`src/hdl/assert_macros.svh`:
```
// ---------------------------------------------------------------------------
// assert_macros.svh
// concurrent assertion helpers, compiled out for synthesis
// ---------------------------------------------------------------------------
`ifndef ASSERT_MACROS_SVH
`define ASSERT_MACROS_SVH
`ifndef SYNTHESIS
// property must hold at every clock edge outside reset
`define TMS_ASSERT(label, clk, rst_n, prop) \
  label: assert property (@(posedge clk) disable iff (!rst_n) prop) \
    else $error("assertion failed");
// condition must never be true outside reset
`define TMS_NEVER(label, clk, rst_n, cond) \
  label: assert property (@(posedge clk) disable iff (!rst_n) !(cond)) \
    else $error("forbidden condition seen");
`else
`define TMS_ASSERT(label, clk, rst_n, prop)
`define TMS_NEVER(label, clk, rst_n, cond)
`endif
`endif

```
`src/hdl/tms_pkg.sv`:
```
// ---------------------------------------------------------------------------
// tms_pkg
// shared types and constants of the tone melody sequencer
// ---------------------------------------------------------------------------
package tms_pkg;

  // field widths
  localparam int CLK_W   = 29;
  localparam int PRESC_W = 17;
  localparam int LEN_W   = 9;
  localparam int FREQ_W  = 15;
  localparam int MS_W    = 16;
  localparam int SLOT_W  = 8;
  localparam int RLD_W   = 16;
  localparam int CNT_W   = 32;

  // configuration port
  localparam int CFG_AW = 4;
  localparam int CFG_DW = 32;

  // shared divider: widest dividend is clock * ms
  localparam int DIV_W     = CLK_W + MS_W;
  localparam int DIV_CNT_W = $clog2(DIV_W);

  // shared multiplier operand widths
  localparam int MUL_AW = 33;
  localparam int MUL_BW = 16;
  localparam int MUL_PW = MUL_AW + MUL_BW;

  // tone constants
  localparam logic [RLD_W-1:0] REST_RELOAD = 16'd1000;
  localparam logic [MS_W-1:0]  GAP_MS      = 16'd30;
  localparam int               MS_PER_S    = 1000;

  typedef enum logic [2:0] {
    OP_WRITE = 3'd0,
    OP_PLAY  = 3'd1,
    OP_PAUSE = 3'd2,
    OP_STOP  = 3'd3,
    OP_TICK  = 3'd4
  } opcode_e;

  typedef enum logic [1:0] {
    CFG_CLK_HZ    = 2'd0,
    CFG_PRESCALER = 2'd1,
    CFG_SONG_LEN  = 2'd2
  } cfg_idx_e;

  typedef struct packed {
    logic [2:0]        opcode;
    logic [SLOT_W-1:0] note_slot;
    logic [FREQ_W-1:0] note_freq_hz;
    logic [MS_W-1:0]   note_time_ms;
  } in_item_t;

  typedef struct packed {
    logic              pwm_enabled;
    logic [RLD_W-1:0]  period_reload;
    logic [RLD_W-1:0]  duty_compare;
    logic [SLOT_W-1:0] current_note;
    logic              is_playing;
  } out_item_t;

  typedef struct packed {
    logic [CLK_W-1:0]   clk_hz;
    logic [PRESC_W-1:0] prescaler;
    logic [LEN_W-1:0]   song_len;
  } cfg_t;

  typedef struct packed {
    logic [FREQ_W-1:0] freq;
    logic [MS_W-1:0]   ms;
  } note_t;

  typedef struct packed {
    logic             start;
    logic [DIV_W-1:0] dividend;
    logic [DIV_W-1:0] divisor;
  } div_req_t;

  typedef struct packed {
    logic             busy;
    logic             done;
    logic [DIV_W-1:0] quotient;
  } div_rsp_t;

endpackage

```
`src/hdl/tms_cfg_regs.sv`:
```
// ---------------------------------------------------------------------------
// tms_cfg_regs
// apb-style configuration registers: clock, prescaler, song length
// ---------------------------------------------------------------------------
module tms_cfg_regs import tms_pkg::*; (
  input  logic              clk_i,
  input  logic              rst_ni,
  input  logic              psel,
  input  logic              penable,
  input  logic              pwrite,
  input  logic [CFG_AW-1:0] paddr,
  input  logic [CFG_DW-1:0] pwdata,
  output logic [CFG_DW-1:0] prdata,
  output logic              pready,
  output cfg_t              cfg_o
);

  cfg_t cfg_q, cfg_d;
  logic wr_en;

  assign pready = 1'b1;
  assign wr_en  = psel && penable && pwrite;

  // register write decode, unknown addresses ignored
  always_comb begin
    cfg_d = cfg_q;
    if (wr_en) begin
      unique case (paddr[3:2])
        CFG_CLK_HZ:    cfg_d.clk_hz    = pwdata[CLK_W-1:0];
        CFG_PRESCALER: cfg_d.prescaler = pwdata[PRESC_W-1:0];
        CFG_SONG_LEN:  cfg_d.song_len  = pwdata[LEN_W-1:0];
        default:       cfg_d = cfg_q;
      endcase
    end
  end

  always_ff @(posedge clk_i or negedge rst_ni) begin
    if (!rst_ni) begin
      cfg_q.clk_hz    <= 29'd72000000;
      cfg_q.prescaler <= 17'd72;
      cfg_q.song_len  <= 9'd1;
    end else begin
      cfg_q <= cfg_d;
    end
  end

  // read mux
  always_comb begin
    unique case (paddr[3:2])
      CFG_CLK_HZ:    prdata = CFG_DW'(cfg_q.clk_hz);
      CFG_PRESCALER: prdata = CFG_DW'(cfg_q.prescaler);
      CFG_SONG_LEN:  prdata = CFG_DW'(cfg_q.song_len);
      default:       prdata = '0;
    endcase
  end

  assign cfg_o = cfg_q;

endmodule

```
`config.mk`:
```
export PLATFORM = sky130hd
export DESIGN_NAME = tms_cfg_regs
export DESIGN_NICKNAME = d
export VERILOG_FILES = /design/src/hdl/assert_macros.svh /design/src/hdl/tms_pkg.sv /design/src/hdl/tms_cfg_regs.sv
export SDC_FILE = /design/constraint.sdc
export NUM_CORES = 1
export LEC_CHECK = 0
export BUFFER_PORTS_ARGS = -buffer_cell sky130_fd_sc_hd__buf_4
export CAP_MARGIN = 20
export CELL_PAD_IN_SITES_DETAIL_PLACEMENT = 1
export CELL_PAD_IN_SITES_GLOBAL_PLACEMENT = 1
export CORE_MARGIN = 2
export CORE_UTILIZATION = 37
export DETAILED_ROUTE_END_ITERATION = 10
export PLACE_DENSITY_LB_ADDON = 0.3
export SETUP_SLACK_MARGIN = 0.5
export SLEW_MARGIN = 20
export SYNTH_ARGS = -nofsm -noshare
export SYNTH_HDL_FRONTEND = slang
export SYNTH_SLANG_ARGS = --single-unit
export TNS_END_PERCENT = 10
```
`constraint.sdc`:
```
create_clock -name clk_i -period 1.1 [get_ports clk_i]
set_input_delay 0.055 -clock clk_i [delete_from_list [all_inputs] [get_ports clk_i]]
set_output_delay 0.055 -clock clk_i [all_outputs]
set_load 0.1 [all_outputs]
```
==> impl_metrics.csv, run 1 <==
group,metric,value,unit
synthesis,synth.distinct_cells,19,
synthesis,ys_warn_count,0,
synthesis,syn_area_per_cell,13.7,sq um
synthesis,synth_seq_cells,55,
synthesis,netlist_instances,188,
run_status,outcome,"aborted with a tool error",
clock_network,cts_root_buffer,"clkbuf_8",
clock_network,cts.sinks,55,
synthesis,synth.area.top_cells,"dfrtp_1 44%, mux2_2 20%, dfstp_2 10%",
floorplanning,core.rowCount,30,
synthesis,syn-cell-area,2570,sq um
place,place_area,4140,sq um
clock_network,post-cts-setup-buffer-count,10,
place,place_ws,-161,ps
clock_network,ctsResizeCount,249,
place,port_buffers,119,
floorplanning,initial_core_util,38.0,%
clock_network,cts.path.max_buffers,2,
clock_network,cts_buffers,5,
synthesis,yosys.area.top_type,"dfrtp_1",
floorplanning,die_h,87.3,um
floorplanning,boundaryPins,129,
place,dp.cells,396,
clock_network,cts_max_level,2,
run_status,error,"[ERROR DPL-0033] detailed placement checks failed during check placement.",
synthesis,synth_top_area_share,43.9,%
floorplanning,die_x,87.3,um
place,globalplace.congestion,0.794,
run_status,failed_stage,"clock tree synthesis (4_1_cts)",
synthesis,seq_area_frac_synth,54.1,%
place,dp.final_hpwl,6030,um
## synthesized netlist by cell type
master / n
nor3_2: 1
nor3b_1: 1
o21ai_0: 9
nor2b_1: 1
nor3b_4: 1
mux2_4: 10
mux2_2: 45
dfrtp_1: 45
nor2_1: 9
buf_4: 8
buf_2: 5
nand2_1: 9
clkbuf_1: 1
buf_8: 1
and2_1: 12
dfstp_2: 10
nand3_2: 1
mux2i_1: 17
conb_1: 2
## logic make-up after synthesis
group | count (synthesis) | share of synthesized area [%]
compound gates | 9 | 1.75
buf+inv | 15 | 4.04
simple gates | 35 | 7.60
mux | 72 | 32.2
other cells | 2 | 0.293
flops | 55 | 54.1
## through the flow
stage	hold WS, ps	utilization [%]
global placement	-31.6	61.2
detailed placement	-27.3	61.2
floorplan	-241	-
==> inputs of run 2 (changes only) <==
- CELL_PAD_IN_SITES_DETAIL_PLACEMENT: 1 -> default
- CELL_PAD_IN_SITES_GLOBAL_PLACEMENT: 1 -> default
- CORE_UTILIZATION: 37 -> 40
- PLACE_DENSITY_LB_ADDON: 0.3 -> 0.15
- SETUP_SLACK_MARGIN: 0.5 -> default
==> impl_metrics.csv, run 2 <==
group,metric,value,unit
run_status,outcome,"finished with violations",
run_status,violations,"setup timing",
hold_path,hold_class,"in -> async",
global_routing,grt_pass1_wl,12800,um
synthesis,synth.distinct_cells,19,
floorplanning,core,6280,sq um
sta,setup_viol_count_final,36,
clock_network,cts_tree,"built",
place,dp.final_hpwl,4860,um
clock_network,cts_root_buffer,"clkbuf_8",
synthesis,syn_area_per_cell,13.7,sq um
sta,min_period,1420,ps
global_routing,grt_max_degree,26,
sta,maxSlewViolCount,0,
clock_network,cts_max_level,2,
critical_path,path_class,"reg -> out",
synthesis,yosys.area_share.adder,0,%
routing,vias,2125,
final_layout,fin_util,81.6,%
clock_network,cts.path.max_buffers,2,
run,drv_cap,0,
final_layout,drive_gt1_share,86.1,%
synthesis,synth-edff-count,0,
sta,fmax,702,MHz
synthesis,synthTopCellsByCount,"45 x dfrtp_1, 45 x mux2_2, 17 x mux2i_1",
final_layout,layout_common_cells,"73 x buf_4, 45 x mux2_2, 44 x buf_12",
floorplanning,core.rowCount,29,
power_and_ir_drop,power_density,2450,nW/um^2
global_routing,antenna_found_initial,0,
synthesis,synth_top_family_by_area,"multiplexers",
synthesis,synth_ff_type,"dfrtp_1",
routing,drt_iter0_markers,55,
synthesis,ys_async_sr_fraction,100,%
global_routing,grt_pass1_vias,2347,
floorplanning,boundaryPins,129,
final_layout,antenna-diode-count,0,
floorplanning,die_x,84.1,um
place,globalplace.congestion,0.746,
routing,vias_per_cell,4.95,
synthesis,synth-simple-area-share,7.60,%
critical_path,worst_ep_arrival_time,1370,ps
power_and_ir_drop,p_leak,2.14,nW
sta,hold_viol,0,
global_routing,track_usage,23.3,%
floorplanning,die_h,84.1,um
power_and_ir_drop,irDropWorstVdd,1700,uV
sta,fin_crit_sh,130,%
critical_path,endpoint_kind,"output pin",
floorplanning,initial_core_util,40.9,%
synthesis,ys_warn_count,0,
clock_network,cts.sinks,55,
final_layout,area_delta_synth_final,99.6,%
sta,worst_slack,-325,ps
routing,wirelength,8060,um
critical_path,cp_max_fo,2,
synthesis,synth_xor_area_share,0,%
synthesis,synth.area.top_cells,"dfrtp_1 44%, mux2_2 20%, dfstp_2 10%",
final_layout,stdcell_area,5120,sq um
synthesis,synth_compound_area_share,1.75,%
synthesis,synth_seq_cells,55,
clock_network,cts.clk_slew.worst_paths,90,ps
routing,dr.pass1.iters,4,
sta,rsz0062_at_grt,"true",
synthesis,yosys.area.top_type,"dfrtp_1",
routing,postRouteAntennaNets,0,
synthesis,syn-cell-area,2570,sq um
final_layout,largest_reg_flops,55,
final_layout,layout_commonest_cell,"buf_4",
routing,wl_per_cell,18.8,um
clock_network,clock_latency,310,ps
synthesis,seq_area_frac_synth,54.1,%
floorplanning,die_area,7080,sq um
clock_network,cts_buffers,5,
place,place_area,4050,sq um
sta,finClkSkew,0,ps
global_routing,overflow,0,
routing,drc_errors,0,
critical_path,worstPathRequired,1040,ps
critical_path,startpoint_type,"flip-flop",
final_layout,nNetsFinal,392,
synthesis,synth_top_area_share,43.9,%
synthesis,netlist_instances,188,
synthesis,muxShareOfSynthArea,32.2,%
place,port_buffers,119,
run 2: cell counts after synthesis:
Identical to the previous run, type by type.
run 2: critical path, stage by stage (launching register included):
cell and delay [ps]:
dfstp_4 640, mux2i_4 80, o21ai_4 160, buf_12 190
run 2: worst paths after layout:
kind	start	endpoint	slack, ps	cells after the start
min in group clk_i	paddr[2]	cfg_o[36]	350	4
setup / recovery	cfg_o[0]	prdata[0]	-320	3
hold / removal	rst_ni	cfg_o[28]	180	2
max in group asynchronous	rst_ni	cfg_o[35]	430	3
setup reg to reg	cfg_o[0]	cfg_o[0]	40	3
hold reg to reg	cfg_o[14]	cfg_o[14]	540	1
run 2: cell type report:
cell class | instances | area [sq um]
Tap cell | 77 | 96.3
Fill cell | 338 | 1150
Clock buffer | 7 | 76.3
Clock inverter | 1 | 5.00
Multi-Input combinational cell | 120 | 1480
Timing Repair Buffer | 169 | 1980
Sequential cell | 55 | 1490
run 2: logic make-up after synthesis:
group / count (synthesis)
compound gates: 9
buf+inv: 15
flops: 55
mux: 72
simple gates: 35
other cells: 2
run 2: routing by layer:
layer / wire, um / global-route usage, % / share of wire, % / up-vias
met5: 0 / 0 / 0 / -
li1: - / - / - / 962
met3: 384 / 4.55 / 4.8 / 12
met4: 123 / 7.33 / 1.5 / 0
met2: 4570 / 43.0 / 57 / 74
met1: 2980 / 27.1 / 37 / 1077
run 2: through the flow:
stage	total power [W]	hold WS [ps]	TNS, ps	std cells	setup WS (ps)
4_1_cts	0.0124	180	-5170	429	-323
3_5_place_dp	0.0103	-25.1	-5700	390	-124
3_3_place_gp	0.0102	-27.6	-4020	390	-94.2
6_report	0.0125	180	-5030	429	-325
5_1_grt	0.0129	206	-6350	429	-365
2_1_floorplan	0.00881	-241	-9740	190	-450
run 2: timing repair:
| item | in CTS | in global routing |
|---|---|---|
| endpoints found under the setup margin | 54 | 45 |
| hold buffers | 30 | 0 |
| buffers inserted | 1 | 1 |
| resized for setup | 156 | 13 |
| endpoints found under the hold margin | 97 | 0 |
| pin swaps | 6 | 0 |
run 2: report_power, final:
part	total (W)	switching (W)	leakage, nW	internal, W
Sequential	0.00332	0.000604	0.609	0.00271
Clock	0.00109	0.000636	0.0422	0.000449
Combinational	0.00814	0.00562	1.49	0.00252
Total	0.0125	0.00686	2.14	0.00568
Note: power is estimated with default switching activity, not from simulation.
