**config.mk**
```make
export PLATFORM = sky130hd
export DESIGN_NAME = tms_divider
export DESIGN_NICKNAME = d
export VERILOG_FILES = /design/src/hdl/assert_macros.svh /design/src/hdl/tms_pkg.sv /design/src/hdl/tms_divider.sv
export SDC_FILE = /design/constraint.sdc
export NUM_CORES = 1
export LEC_CHECK = 0
export BUFFER_PORTS_ARGS = -buffer_cell sky130_fd_sc_hd__buf_2
export CAP_MARGIN = 5
export CORE_ASPECT_RATIO = 1.1
export CORE_UTILIZATION = 25
export CTS_CLUSTER_SIZE = 10
export DETAILED_ROUTE_END_ITERATION = 16
export PLACE_DENSITY = 0.47
export SLEW_MARGIN = 10
export SYNTH_ARGS = -nofsm -noshare
export SYNTH_HDL_FRONTEND = slang
export SYNTH_SLANG_ARGS = --single-unit
```
**constraint.sdc**
```tcl
create_clock -name clk_i -period 9.15 [get_ports clk_i]
set_input_delay 0.4575 -clock clk_i [delete_from_list [all_inputs] [get_ports clk_i]]
set_output_delay 0.4575 -clock clk_i [all_outputs]
set_load 0.02 [all_outputs]
```
**src/hdl/assert_macros.svh**
```systemverilog
// ---------------------------------------------------------------------------
// assert_macros.svh
// concurrent assertion helpers, compiled out for synthesis
// ---------------------------------------------------------------------------
`ifndef ASSERT_MACROS_SVH
`define ASSERT_MACROS_SVH
`ifndef SYNTHESIS
// property must hold at every clock edge outside reset
`define TMS_ASSERT(label, clk, rst_n, prop) \
  label: assert property (@(posedge clk) disable iff (!rst_n) prop) \
    else $error("assertion failed");
// condition must never be true outside reset
`define TMS_NEVER(label, clk, rst_n, cond) \
  label: assert property (@(posedge clk) disable iff (!rst_n) !(cond)) \
    else $error("forbidden condition seen");
`else
`define TMS_ASSERT(label, clk, rst_n, prop)
`define TMS_NEVER(label, clk, rst_n, cond)
`endif
`endif

```
**src/hdl/tms_pkg.sv**
```systemverilog
// ---------------------------------------------------------------------------
// tms_pkg
// shared types and constants of the tone melody sequencer
// ---------------------------------------------------------------------------
package tms_pkg;

  // field widths
  localparam int CLK_W   = 29;
  localparam int PRESC_W = 17;
  localparam int LEN_W   = 9;
  localparam int FREQ_W  = 15;
  localparam int MS_W    = 16;
  localparam int SLOT_W  = 8;
  localparam int RLD_W   = 16;
  localparam int CNT_W   = 32;

  // configuration port
  localparam int CFG_AW = 4;
  localparam int CFG_DW = 32;

  // shared divider: widest dividend is clock * ms
  localparam int DIV_W     = CLK_W + MS_W;
  localparam int DIV_CNT_W = $clog2(DIV_W);

  // shared multiplier operand widths
  localparam int MUL_AW = 33;
  localparam int MUL_BW = 16;
  localparam int MUL_PW = MUL_AW + MUL_BW;

  // tone constants
  localparam logic [RLD_W-1:0] REST_RELOAD = 16'd1000;
  localparam logic [MS_W-1:0]  GAP_MS      = 16'd30;
  localparam int               MS_PER_S    = 1000;

  typedef enum logic [2:0] {
    OP_WRITE = 3'd0,
    OP_PLAY  = 3'd1,
    OP_PAUSE = 3'd2,
    OP_STOP  = 3'd3,
    OP_TICK  = 3'd4
  } opcode_e;

  typedef enum logic [1:0] {
    CFG_CLK_HZ    = 2'd0,
    CFG_PRESCALER = 2'd1,
    CFG_SONG_LEN  = 2'd2
  } cfg_idx_e;

  typedef struct packed {
    logic [2:0]        opcode;
    logic [SLOT_W-1:0] note_slot;
    logic [FREQ_W-1:0] note_freq_hz;
    logic [MS_W-1:0]   note_time_ms;
  } in_item_t;

  typedef struct packed {
    logic              pwm_enabled;
    logic [RLD_W-1:0]  period_reload;
    logic [RLD_W-1:0]  duty_compare;
    logic [SLOT_W-1:0] current_note;
    logic              is_playing;
  } out_item_t;

  typedef struct packed {
    logic [CLK_W-1:0]   clk_hz;
    logic [PRESC_W-1:0] prescaler;
    logic [LEN_W-1:0]   song_len;
  } cfg_t;

  typedef struct packed {
    logic [FREQ_W-1:0] freq;
    logic [MS_W-1:0]   ms;
  } note_t;

  typedef struct packed {
    logic             start;
    logic [DIV_W-1:0] dividend;
    logic [DIV_W-1:0] divisor;
  } div_req_t;

  typedef struct packed {
    logic             busy;
    logic             done;
    logic [DIV_W-1:0] quotient;
  } div_rsp_t;

endpackage

```
**src/hdl/tms_divider.sv**
```systemverilog
// ---------------------------------------------------------------------------
// tms_divider
// shared restoring divider, one quotient bit per cycle
// ---------------------------------------------------------------------------
module tms_divider import tms_pkg::*; (
  input  logic     clk_i,
  input  logic     rst_ni,
  input  div_req_t req_i,
  output div_rsp_t rsp_o
);

  localparam logic [DIV_CNT_W-1:0] CNT_LAST = DIV_CNT_W'(DIV_W - 1);

  logic [DIV_W-1:0]     quo_q, quo_d;
  logic [DIV_W-1:0]     rem_q, rem_d;
  logic [DIV_W-1:0]     dvs_q, dvs_d;
  logic [DIV_CNT_W-1:0] cnt_q, cnt_d;
  logic                 busy_q, busy_d;
  logic                 done_q, done_d;
  logic [DIV_W:0]       trial;
  logic [DIV_W:0]       diff;
  logic                 fits;

  // one shift-subtract step
  assign trial = {rem_q, quo_q[DIV_W-1]};
  assign diff  = trial - {1'b0, dvs_q};
  assign fits  = trial >= {1'b0, dvs_q};

  always_comb begin
    quo_d  = quo_q;
    rem_d  = rem_q;
    dvs_d  = dvs_q;
    cnt_d  = cnt_q;
    busy_d = busy_q;
    done_d = 1'b0;
    if (req_i.start) begin
      quo_d  = req_i.dividend;
      rem_d  = '0;
      dvs_d  = req_i.divisor;
      cnt_d  = '0;
      busy_d = 1'b1;
    end else if (busy_q) begin
      rem_d = fits ? diff[DIV_W-1:0] : trial[DIV_W-1:0];
      quo_d = {quo_q[DIV_W-2:0], fits};
      cnt_d = cnt_q + 1'b1;
      if (cnt_q == CNT_LAST) begin
        busy_d = 1'b0;
        done_d = 1'b1;
      end
    end
  end

  // control
  always_ff @(posedge clk_i or negedge rst_ni) begin
    if (!rst_ni) begin
      cnt_q  <= '0;
      busy_q <= 1'b0;
      done_q <= 1'b0;
    end else begin
      cnt_q  <= cnt_d;
      busy_q <= busy_d;
      done_q <= done_d;
    end
  end

  // datapath
  always_ff @(posedge clk_i) begin
    quo_q <= quo_d;
    rem_q <= rem_d;
    dvs_q <= dvs_d;
  end

  assign rsp_o.busy     = busy_q;
  assign rsp_o.done     = done_q;
  assign rsp_o.quotient = quo_q;

endmodule

```
==> flow_summary.ini, run 1 <==
[detailed_routing]
avgRoutedWirePerCell_um = 15.2
route.met2.wl_mm = 9.70
wl_met1_mm = 10.6
drtIter0Drc = 281
maxUsedRoutingLayer = met4
met3_length_um = 809
post-route-drc-count = 0
firstDrtPassIters = 4
via_per_inst = 4.62
vias = 6465
wirelength_mm = 21.3
ant_nets = 0

[global_route]
antenna_found_initial = 0
grt_pass1_vias = 6587
grt_pass1_wl_mm = 34.4
grt-ovfl-total = 0
grt_max_degree = 75
grt_use_total = 0.127

[layout]
drive_gt1_frac = 0.240
multi_input_area_sq_um = 4100
final_nets = 1101
syn_to_final_growth_pct = 20.2
seq_area_sq_um = 3800
insertedDiodeCount = 0
fill_cells = 3445

[placed_design]
dp_hpwl_mm = 15.4
pre_cts_ws_ns = 4.98
routabilityCongestion = 0.777
portBuffers = 139

[worst_setup_path]
cp-startpoint = quo_q[44]
worstSetupStartpointType = flip-flop
crit_path_end_kind = flip-flop
r2r_start = quo_q[44]
arrival_ns = 4.47
worstPathRequired_ns = 9.47
crit_path_max_incr_delay_ns = 0.61
crit_path_max_fanout = 54
worstPathCellList = inv_1 > ha_1 > inv_1 > fa_1 > a21oi_1 > o211ai_1 > a21o_2 > a31oi_2 > o41ai_4 > a21oi_4 > buf_4 > nand2b_1 > nand3b_1 > nand3_1
worst-setup-path-type = reg2reg
cp_common_cell = inv_1
worst-path-buf-inv = 3
slowest_stage = buf_4
crit_family = compound AO/OA/AOI/OAI gates

[yosys]
syn_nets = 979
syn_inst = 838
syn_avg_cell_area_sq_um = 9.98
synth_area_leaders = edfxtp_1 32%, dfxtp_1 11%, ha_1 7.0%
yosys_warnings = 0
dominantRegCellSynth = edfxtp_1
async_flop_share = 0.0559
synth_cell_types = 68
synth_edf_count = 90
ys_seq_elements = 143
synth.top_cell.area_share = 0.323
ys_seq_area_frac = 0.455
synth.most_common_cell = edfxtp_1
yosysTopAreaCell = edfxtp_1
synthTopCellsByCount = 90 x edfxtp_1, 84 x a21oi_1, 79 x nor2_1
syn-cell-area_sq_um = 8360

[pwr]
power_switching_mw = 1.13
switching_share = 0.394
power_frac_comb = 0.434
p_int_mw = 1.74
p_clk_frac = 0.249
leakagePower_nw = 4.26
pwr_density_cell_nw_per_um2 = 286
pwr-share-seq = 0.318
peakVddDrop_v = 0.000105

[sta]
fmax_mhz = 241
clock-skew-final_ns = 0.0162
final-max-slew-violation-count = 0
finalCritPeriodShare = 0.454
layout_setup_ws_ns = 5.00
finalSetupTns_ns = 0
setup_viol = 0
rsz0062_at_grt = no
slew_headroom = 0.319
worst_pin_slew_ns = 1.02
period_minus_slack_ns = 4.15
hold_viol_final = 0

[cts]
h-tree-depth = 4
numCtsBuffers = 17
max-clock-path-buffers = 2
cts_tree = yes
cts_num_sinks = 143
cts-resized-gates = 0
clk_pin_slew_ns = 0.07
clock_tree.root_cell = clkbuf_16
worstSkewPairLatency_ns = 0.44

[floorplan]
coreArea_sq_um = 32600
initial_core_util = 0.256
num_rows = 69
die_w_um = 176
ioPinCount = 140
die-area_sq_um = 34200
die_h_um = 194

[flow_run]
drv_cap = 0

[outcome]
run_status = complete, no violations

[hold_path]
hold_start = req_i[24]
hold_path.class = in2reg
-- registers in the layout (all words and copies together) (netlist names) --
register / cells
rem_q: 45
busy_q: 1
cnt_q: 6
dvs_q: 45
quo_q: 45
done_q: 1
-- through the flow --
| stage | cell area, sq um | std cells | util | power [mW] | hold WS, ns |
|---|---|---|---|---|---|
| detailed placement | 9440 | 1366 | 0.289 | 2.17 | 0.318 |
| CTS | 10000 | 1399 | 0.308 | 2.90 | 0.168 |
| global placement | 9440 | 1366 | 0.289 | 2.17 | 0.315 |
| global route | 10000 | 1399 | 0.308 | 3.08 | 0.178 |
| floorplan | 8360 | 838 | - | 1.89 | 0.162 |
| finish | 10000 | 1399 | 0.308 | 2.87 | 0.193 |
-- cells in the final DEF, fill, tap and decap left out, types with 4 or more instances in the layout --
| master | Yosys | layout |
|---|---|---|
| nor2_1 | 79 | 79 |
| edfxtp_1 | 90 | 90 |
| ha_1 | 47 | 47 |
| o211ai_1 | 5 | 5 |
| dfxtp_1 | 45 | 45 |
| buf_4 | 6 | 7 |
| nand4_1 | 13 | 13 |
| o31ai_1 | 5 | 5 |
| nand3_1 | 9 | 9 |
| o21a_1 | 9 | 9 |
| a211oi_1 | 31 | 31 |
| and2_1 | 6 | 6 |
| a21oi_1 | 84 | 84 |
| o21ai_0 | 41 | 41 |
| o21bai_1 | 9 | 9 |
| mux2_2 | 44 | 44 |
| buf_2 | 5 | 138 |
| a31oi_1 | 4 | 4 |
| a21o_1 | 11 | 11 |
| nor3_1 | 7 | 7 |
| mux2i_1 | 16 | 16 |
| nor2b_1 | 5 | 5 |
| nand2b_1 | 5 | 5 |
| nor3b_1 | 4 | 4 |
| xor2_1 | 15 | 15 |
| xnor2_1 | 27 | 27 |
| a32oi_1 | 7 | 7 |
| nand2_1 | 46 | 46 |
| inv_6 | 0 | 7 |
| inv_1 | 69 | 68 |
| clkbuf_16 | 0 | 19 |
| dfrtp_1 | 8 | 7 |
-- final timing paths --
| check | end | slack (ns) | depth (start not counted) |
|---|---|---|---|
| setup / recovery | rem_q[41] | 5.00 | 14 |
| hold / removal | dvs_q[24] | 0.19 | 1 |
| setup reg to reg | rem_q[41] | 5.00 | 14 |
| hold reg to reg | rem_q[4] | 0.49 | 2 |
| max in group asynchronous | busy_q | 8.56 | 2 |
| min in group asynchronous | cnt_q[2] | 0.40 | 2 |
-- routing by layer --
layer | up-vias | global-route usage
li1 | 3304 | -
met1 | 3027 | 0.170
met2 | 118 | 0.200
met3 | 16 | 0.0275
met4 | 0 | 0.0473
met5 | - | 0
-- cell type report --
| cell class | instances | area share |
|---|---|---|
| Inverter | 69 | 0.0258 |
| Multi-Input combinational cell | 583 | 0.408 |
| Sequential cell | 143 | 0.379 |
| Timing Repair Buffer | 146 | 0.0750 |
| Clock inverter | 11 | 0.0113 |
| Tap cell | 426 | 0.0530 |
| Clock buffer | 21 | 0.0481 |
-- cells by family after synthesis --
kind of cell,synth area share
and+or+nand+nor,0.107
buffers and inverters,0.0555
muxes,0.0784
xor gates and xnor gates,0.0440
DFF,0.455
AOI/OAI and AO/OA,0.188
adders and majority gates,0.0727
-- what timing repair did --
action,4_1_cts,5_1_grt
hold buffers,1,0
setup buffers,0,0
hold endpoints to repair,8,0
-- power groups by stage --
stage / clock, mW / sequential, mW / combinational, mW
2_1_floorplan: 0 / 0.932 / 0.954
3_3_place_gp: 0 / 0.925 / 1.25
3_5_place_dp: 0 / 0.923 / 1.24
4_1_cts: 0.740 / 0.914 / 1.25
5_1_grt: 0.757 / 0.932 / 1.39
6_report: 0.714 / 0.913 / 1.25
No activity file was read; power rests on OpenSTA's default activity.
==> run 2, diff against run 1 <==
--- a/config.mk
+++ b/config.mk
@@ -5,13 +5,14 @@
 export SDC_FILE = /design/constraint.sdc
 export NUM_CORES = 1
 export LEC_CHECK = 0
+export ABC_AREA = 1
 export BUFFER_PORTS_ARGS = -buffer_cell sky130_fd_sc_hd__buf_2
 export CAP_MARGIN = 5
 export CORE_ASPECT_RATIO = 1.1
 export CORE_UTILIZATION = 25
 export CTS_CLUSTER_SIZE = 10
 export DETAILED_ROUTE_END_ITERATION = 16
-export PLACE_DENSITY = 0.47
+export PLACE_DENSITY = 0.48
 export SLEW_MARGIN = 10
 export SYNTH_ARGS = -nofsm -noshare
 export SYNTH_HDL_FRONTEND = slang
==> constraint.sdc (replaced) <==
create_clock -name clk_i -period 3.6 [get_ports clk_i]
set_input_delay 0.18 -clock clk_i [delete_from_list [all_inputs] [get_ports clk_i]]
set_output_delay 0.18 -clock clk_i [all_outputs]
set_load 0.02 [all_outputs]
==> run 2 against run 1 <==
Via count up 46%. Synthesized cell count up 73%. Wire length up 40%. Critical path depth up 3. Setup slack worse by 4.3 ns. Clock skew down 0.0014 ns. Core utilization up 1.3 points. Fmax up 42%. Critical path type unchanged. Critical endpoint is now rem_q[36]. Largest cell class unchanged.
==> flow_summary.ini, run 2 <==
[sta]
finalCritPeriodShare = 0.814
layout_setup_ws_ns = 0.669
fmax_mhz = 341
final-max-slew-violation-count = 0
hold_viol_final = 0
hold_slack_ns = 0.0386
clock-skew-final_ns = 0.0148
period_minus_slack_ns = 2.93
finalSetupTns_ns = 0
worst_pin_slew_ns = 1.14
slew_headroom = 0.237
setup_viol = 0
rsz0062_at_grt = no

[yosys]
yosys.area_share.simple = 0.370
synthAdderAreaFrac = 0.0611
synth-compound-area-share = 0.0419
synth_top_family_by_area = simple AND/OR/NAND/NOR gates
dominantRegCellSynth = edfxtp_1
synth-xor-area-share = 0.0202
syn_avg_cell_area_sq_um = 6.88
synthTopCellsByCount = 591 x nand2_1, 262 x inv_1, 93 x nand3_1
synth_cell_types = 41
syn_inst = 1447
synth.most_common_cell = nand2_1
yosys_warnings = 0
synth_edf_count = 90
synth.top_cell.area_share = 0.272
synthMuxAreaShare = 0
ys_seq_area_frac = 0.382
synth_area_leaders = edfxtp_1 27%, nand2_1 22%, inv_1 9.9%
syn-cell-area_sq_um = 9950
syn_nets = 1588
ys_seq_elements = 143
yosysTopAreaCell = edfxtp_1
async_flop_share = 0.0559

[layout]
final_cell_mix = 591 x nand2_1, 261 x inv_1, 138 x buf_2
syn_to_final_growth_pct = 26.4
multi_input_area_sq_um = 4920
drive_gt1_frac = 0.149
final_common_cell = nand2_1
stdcell_count = 2183
fin_area_sq_um = 12600
insertedDiodeCount = 0
final_nets = 1804
seq_area_sq_um = 3800
fill_cells = 4327
largest_registers = dvs_q x45, quo_q x45, rem_q x45

[global_route]
grt-ovfl-total = 0
grt_max_degree = 58
antenna_found_initial = 0
grt_use_total = 0.153
grt_pass1_wl_mm = 48.2
grt_pass1_vias = 9368

[hold_path]
hold_path.class = in2reg
min_path_cells = 3
min_to = quo_q[25]
hold_start = req_i[70]

[cts]
post-cts-setup-buffers = 0
cts_tree = yes
cts-resized-gates = 0
cts_hold_buf = 84
clk_pin_slew_ns = 0.06
cts_num_sinks = 143
worstSkewPairLatency_ns = 0.45
h-tree-depth = 4
numCtsBuffers = 17
max-clock-path-buffers = 2
clock_tree.root_cell = clkbuf_16

[detailed_routing]
firstDrtPassIters = 5
avgRoutedWirePerCell_um = 13.7
drtIter0Drc = 457
via_per_inst = 4.31
vias = 9410
post-route-drc-count = 0
ant_nets = 0
wirelength_mm = 29.8

[worst_setup_path]
crit_path_max_fanout = 44
r2r_cells = 17
reg2reg_slack_ns = 0.67
worstPathRequired_ns = 3.99
worstSetupStartpointType = flip-flop
cp-startpoint = quo_q[44]
crit_path_end_kind = flip-flop
arrival_ns = 3.32
worst-setup-path-type = reg2reg
reg2reg_to = rem_q[36]
r2r_start = quo_q[44]

[placed_design]
pre_cts_ws_ns = 0.651
dp_hpwl_mm = 22.6
dp_cells = 2067
routabilityCongestion = 0.924
postPlaceCellArea_sq_um = 11100
portBuffers = 139

[floorplan]
die_w_um = 192
coreArea_sq_um = 39200
die_h_um = 211
num_rows = 76
die-area_sq_um = 40600
initial_core_util = 0.254
ioPinCount = 140

[flow_run]
drv_cap = 0

[pwr]
power_switching_mw = 1.20
power_frac_comb = 0.140
p_int_mw = 3.11
peakVddDrop_v = 0.000307
switching_share = 0.278
leakagePower_nw = 6.76
pwr_density_cell_nw_per_um2 = 342
p_clk_frac = 0.422
pwr-share-seq = 0.438

[outcome]
run_status = complete, no violations
==> run 2: changes by cell type after synthesis, sizes merged, moves of 11 or more <==
cell	before	now
nand3b	2	27
nand2	47	609
xor2	15	1
o21ai	43	25
nand3	9	107
clkbuf	29	15
a211oi	31	0
a21oi	87	39
a21o	12	1
mux2	44	0
inv	69	272
mux2i	16	0
==> run 2: kinds of logic after synthesis <==
kind of cell | after synthesis
adder cells (fa/ha/maj) | 48
AND/OR/NAND/NOR | 851
buffers and inverters | 307
flip-flops | 143
XOR/XNOR | 23
AO/OA/AOI/OAI | 75
==> run 2: worst max-delay path by stage <==
stage	endpoint	slack, ns	depth (start not counted)
after floorplan	quo_q[0]	0.98	4
after global placement	rem_q[36]	0.72	17
after detailed placement	rem_q[36]	0.65	17
after CTS	rem_q[36]	0.63	17
after global routing	rem_q[7]	0.40	17
final	rem_q[36]	0.67	17
==> run 2: per-layer routing <==
layer	track usage	vias to the layer above	routed length, um
li1	-	4881	-
met1	0.194	4275	13800
met2	0.254	230	14000
met3	0.0351	24	1560
met4	0.0483	0	498
met5	0	-	0
==> run 2: critical path: stages (launching register included) <==
cell      delay, ns
edfxtp_1       0.38
inv_1          0.10
ha_1           0.15
inv_1          0.07
fa_1           0.42
nand2_2        0.09
nand2_2        0.07
nand3_2        0.06
nand2_2        0.08
nand2_1        0.09
nand2_2        0.07
nand2_2        0.08
nand2_2        0.08
nand2_4        0.34
nand2_4        0.41
nand3_1        0.28
nand2_1        0.07
nand2_1        0.05
==> run 2: area by class of cell <==
class / count / area share
multi-input cells: 997 / 0.391
inverters: 273 / 0.0815
repair buffers: 231 / 0.127
clock buffers: 19 / 0.0361
clock inverters: 13 / 0.0110
flip-flops and latches: 143 / 0.302
well taps: 507 / 0.0504
==> run 2: stage by stage <==
stage	utilization	power [mW]
6_report	0.321	4.31
5_1_grt	0.321	4.52
4_1_cts	0.321	4.39
3_5_place_dp	0.284	2.45
3_3_place_gp	0.284	2.46
2_1_floorplan	-	2.25
==> run 2: power by group through the flow <==
stage / logic (mW) / registers (mW) / clock network (mW)
4_1_cts: 0.608 / 1.89 / 1.89
3_3_place_gp: 0.535 / 1.92 / 0
2_1_floorplan: 0.275 / 1.97 / 0
5_1_grt: 0.672 / 1.90 / 1.95
3_5_place_dp: 0.534 / 1.92 / 0
6_report: 0.601 / 1.89 / 1.82
==> run 3, diff against run 2 <==
--- a/config.mk
+++ b/config.mk
@@ -12,7 +12,7 @@
 export CORE_UTILIZATION = 25
 export CTS_CLUSTER_SIZE = 10
 export DETAILED_ROUTE_END_ITERATION = 16
-export PLACE_DENSITY = 0.48
+export PLACE_DENSITY = 0.46
 export SLEW_MARGIN = 10
 export SYNTH_ARGS = -nofsm -noshare
 export SYNTH_HDL_FRONTEND = slang
==> constraint.sdc (replaced) <==
create_clock -name clk_i -period 3.01 [get_ports clk_i]
set_input_delay 0.1505 -clock clk_i [delete_from_list [all_inputs] [get_ports clk_i]]
set_output_delay 0.1505 -clock clk_i [all_outputs]
set_load 0.02 [all_outputs]
==> run 3 against run 2 <==
Combinational power up 20%. Highest routed layer unchanged. Critical endpoint is now rem_q[34]. Global-route usage is essentially flat. Clock power grew 18%. Clock skew fell by 0.0015 ns.
==> flow_summary.ini, run 3 (synthesized netlist as in run 2, its figures left out) <==
[floorplan]
die_w_um = 192
die_h_um = 211
ioPinCount = 140
initial_core_util = 0.254
coreArea_sq_um = 39200
die-area_sq_um = 40600
num_rows = 76

[detailed_routing]
ant_nets = 0
firstDrtPassIters = 5
avgRoutedWirePerCell_um = 13.6
post-route-drc-count = 0
drtIter0Drc = 409
via_per_inst = 4.24
vias = 9285
wirelength_mm = 29.9

[pwr]
power_frac_comb = 0.141
peakVddDrop_v = 0.000415
power_switching_mw = 1.50
p_clk_frac = 0.418
pwr_density_cell_nw_per_um2 = 405
leakagePower_nw = 6.80
switching_share = 0.292
pwr-share-seq = 0.441
p_int_mw = 3.62

[cts]
clk_pin_slew_ns = 0.07
cts_tree = yes
max-clock-path-buffers = 2
cts-resized-gates = 0
clock_tree.root_cell = clkbuf_16
numCtsBuffers = 17
post-cts-setup-buffers = 0
h-tree-depth = 4
worstSkewPairLatency_ns = 0.46
cts_num_sinks = 143

[sta]
rsz0062_at_grt = no
fmax_mhz = 390
final-max-slew-violation-count = 0
slew_headroom = 0.628
hold_slack_ns = 0.0249
finalSetupTns_ns = 0
finalCritPeriodShare = 0.852
layout_setup_ws_ns = 0.445
hold_viol_final = 0
period_minus_slack_ns = 2.56
worst_pin_slew_ns = 0.558
clock-skew-final_ns = 0.0133
setup_viol = 0

[worst_setup_path]
worst-path-stages = 19
worstPathCellList = inv_1 > ha_1 > inv_1 > fa_1 > nand2_2 > nand2_2 > nand3_2 > nand2_2 > nand2_1 > nand2_2 > nand2_2 > nand2_2 > nand2_4 > buf_12 > nand3_1 > nand2_1 > inv_1 > nand2_1 > nand2_1
worstSetupStartpointType = flip-flop
reg2reg_slack_ns = 0.45
r2r_start = quo_q[44]
cp_common_cell = nand2_2
slowest_stage = fa_1
crit_path_end_kind = flip-flop
arrival_ns = 2.91
cp-startpoint = quo_q[44]
crit_family = simple AND/OR/NAND/NOR gates
cp-endpoint = rem_q[34]
r2r_cells = 19
reg2reg_to = rem_q[34]
worst-setup-path-type = reg2reg
worstPathRequired_ns = 3.35
worst-path-buf-inv = 4
crit_path_max_incr_delay_ns = 0.42
crit_path_max_fanout = 47

[layout]
fin_area_sq_um = 12700
syn_to_final_growth_pct = 27.2
insertedDiodeCount = 0
largest_registers = dvs_q x45, quo_q x45, rem_q x45
fill_cells = 4363
stdcell_count = 2189
drive_gt1_frac = 0.150
final_cell_mix = 591 x nand2_1, 261 x inv_1, 138 x buf_2
multi_input_area_sq_um = 4920
final_common_cell = nand2_1
final_nets = 1810
seq_area_sq_um = 3800

[placed_design]
dp_cells = 2069
portBuffers = 139
dp_hpwl_mm = 22.9
routabilityCongestion = 0.925
postPlaceCellArea_sq_um = 11200
pre_cts_ws_ns = 0.450

[global_route]
grt_pass1_vias = 9318
grt_max_degree = 52
grt-ovfl-total = 0
antenna_found_initial = 0
grt_pass1_wl_mm = 48.0
grt_use_total = 0.153

[hold_path]
hold_path.class = in2reg

[outcome]
run_status = complete, no violations

[flow_run]
drv_cap = 0
[run 3: final cells by class]
class,count,area share
inverter,273,0.0810
tap,507,0.0501
timing repair buffer,237,0.134
multi-input combinational,997,0.389
sequential,143,0.301
clock inverter,14,0.0110
clock buffer,18,0.0347
[run 3: per-stage QoR]
| stage | total power [mW] | utilization |
|---|---|---|
| final | 5.12 | 0.323 |
| after floorplan | 2.69 | - |
| after detailed placement | 2.94 | 0.286 |
| after global routing | 5.35 | 0.323 |
| after global placement | 2.94 | 0.286 |
| after CTS | 5.21 | 0.323 |
[run 3: worst register-to-register path, delay by kind of cell (launching register included)]
| family | cells | cell delay, ns |
|---|---|---|
| buf+inv | 4 | 0.50 |
| simple gates | 13 | 1.00 |
| fa+ha+maj | 2 | 0.57 |
| flops | 1 | 0.39 |
[run 3: power by group through the flow]
stage          Clock, mW  Combinational [mW]  Sequential, mW
3_5_place_dp           0               0.642            2.30
6_report            2.14               0.722            2.26
3_3_place_gp           0               0.641            2.30
5_1_grt             2.28               0.805            2.27
2_1_floorplan          0               0.329            2.36
4_1_cts             2.22               0.733            2.26
[run 3: worst min-delay path by stage]
stage                    from         to  slack, ns  depth (start not counted)
floorplan              rst_ni     busy_q      -0.15                          0
global placement       rst_ni     done_q       0.01                          1
detailed placement     rst_ni     done_q       0.01                          1
CTS                 req_i[59]  quo_q[14]      0.002                          3
global route        req_i[59]  quo_q[14]       0.03                          3
finish              req_i[59]  quo_q[14]       0.02                          3
[run 3: metal layers]
layer  GRT usage  wire (um)
met1       0.194      13900
met2       0.253      13800
met3      0.0291       1320
met4      0.0638        807
met5           0          0
[run 3: what timing repair did]
action                                  CTS  global route
hold buffers                             88             0
hold endpoints to repair                 95             0
endpoints found under the setup margin    0             0
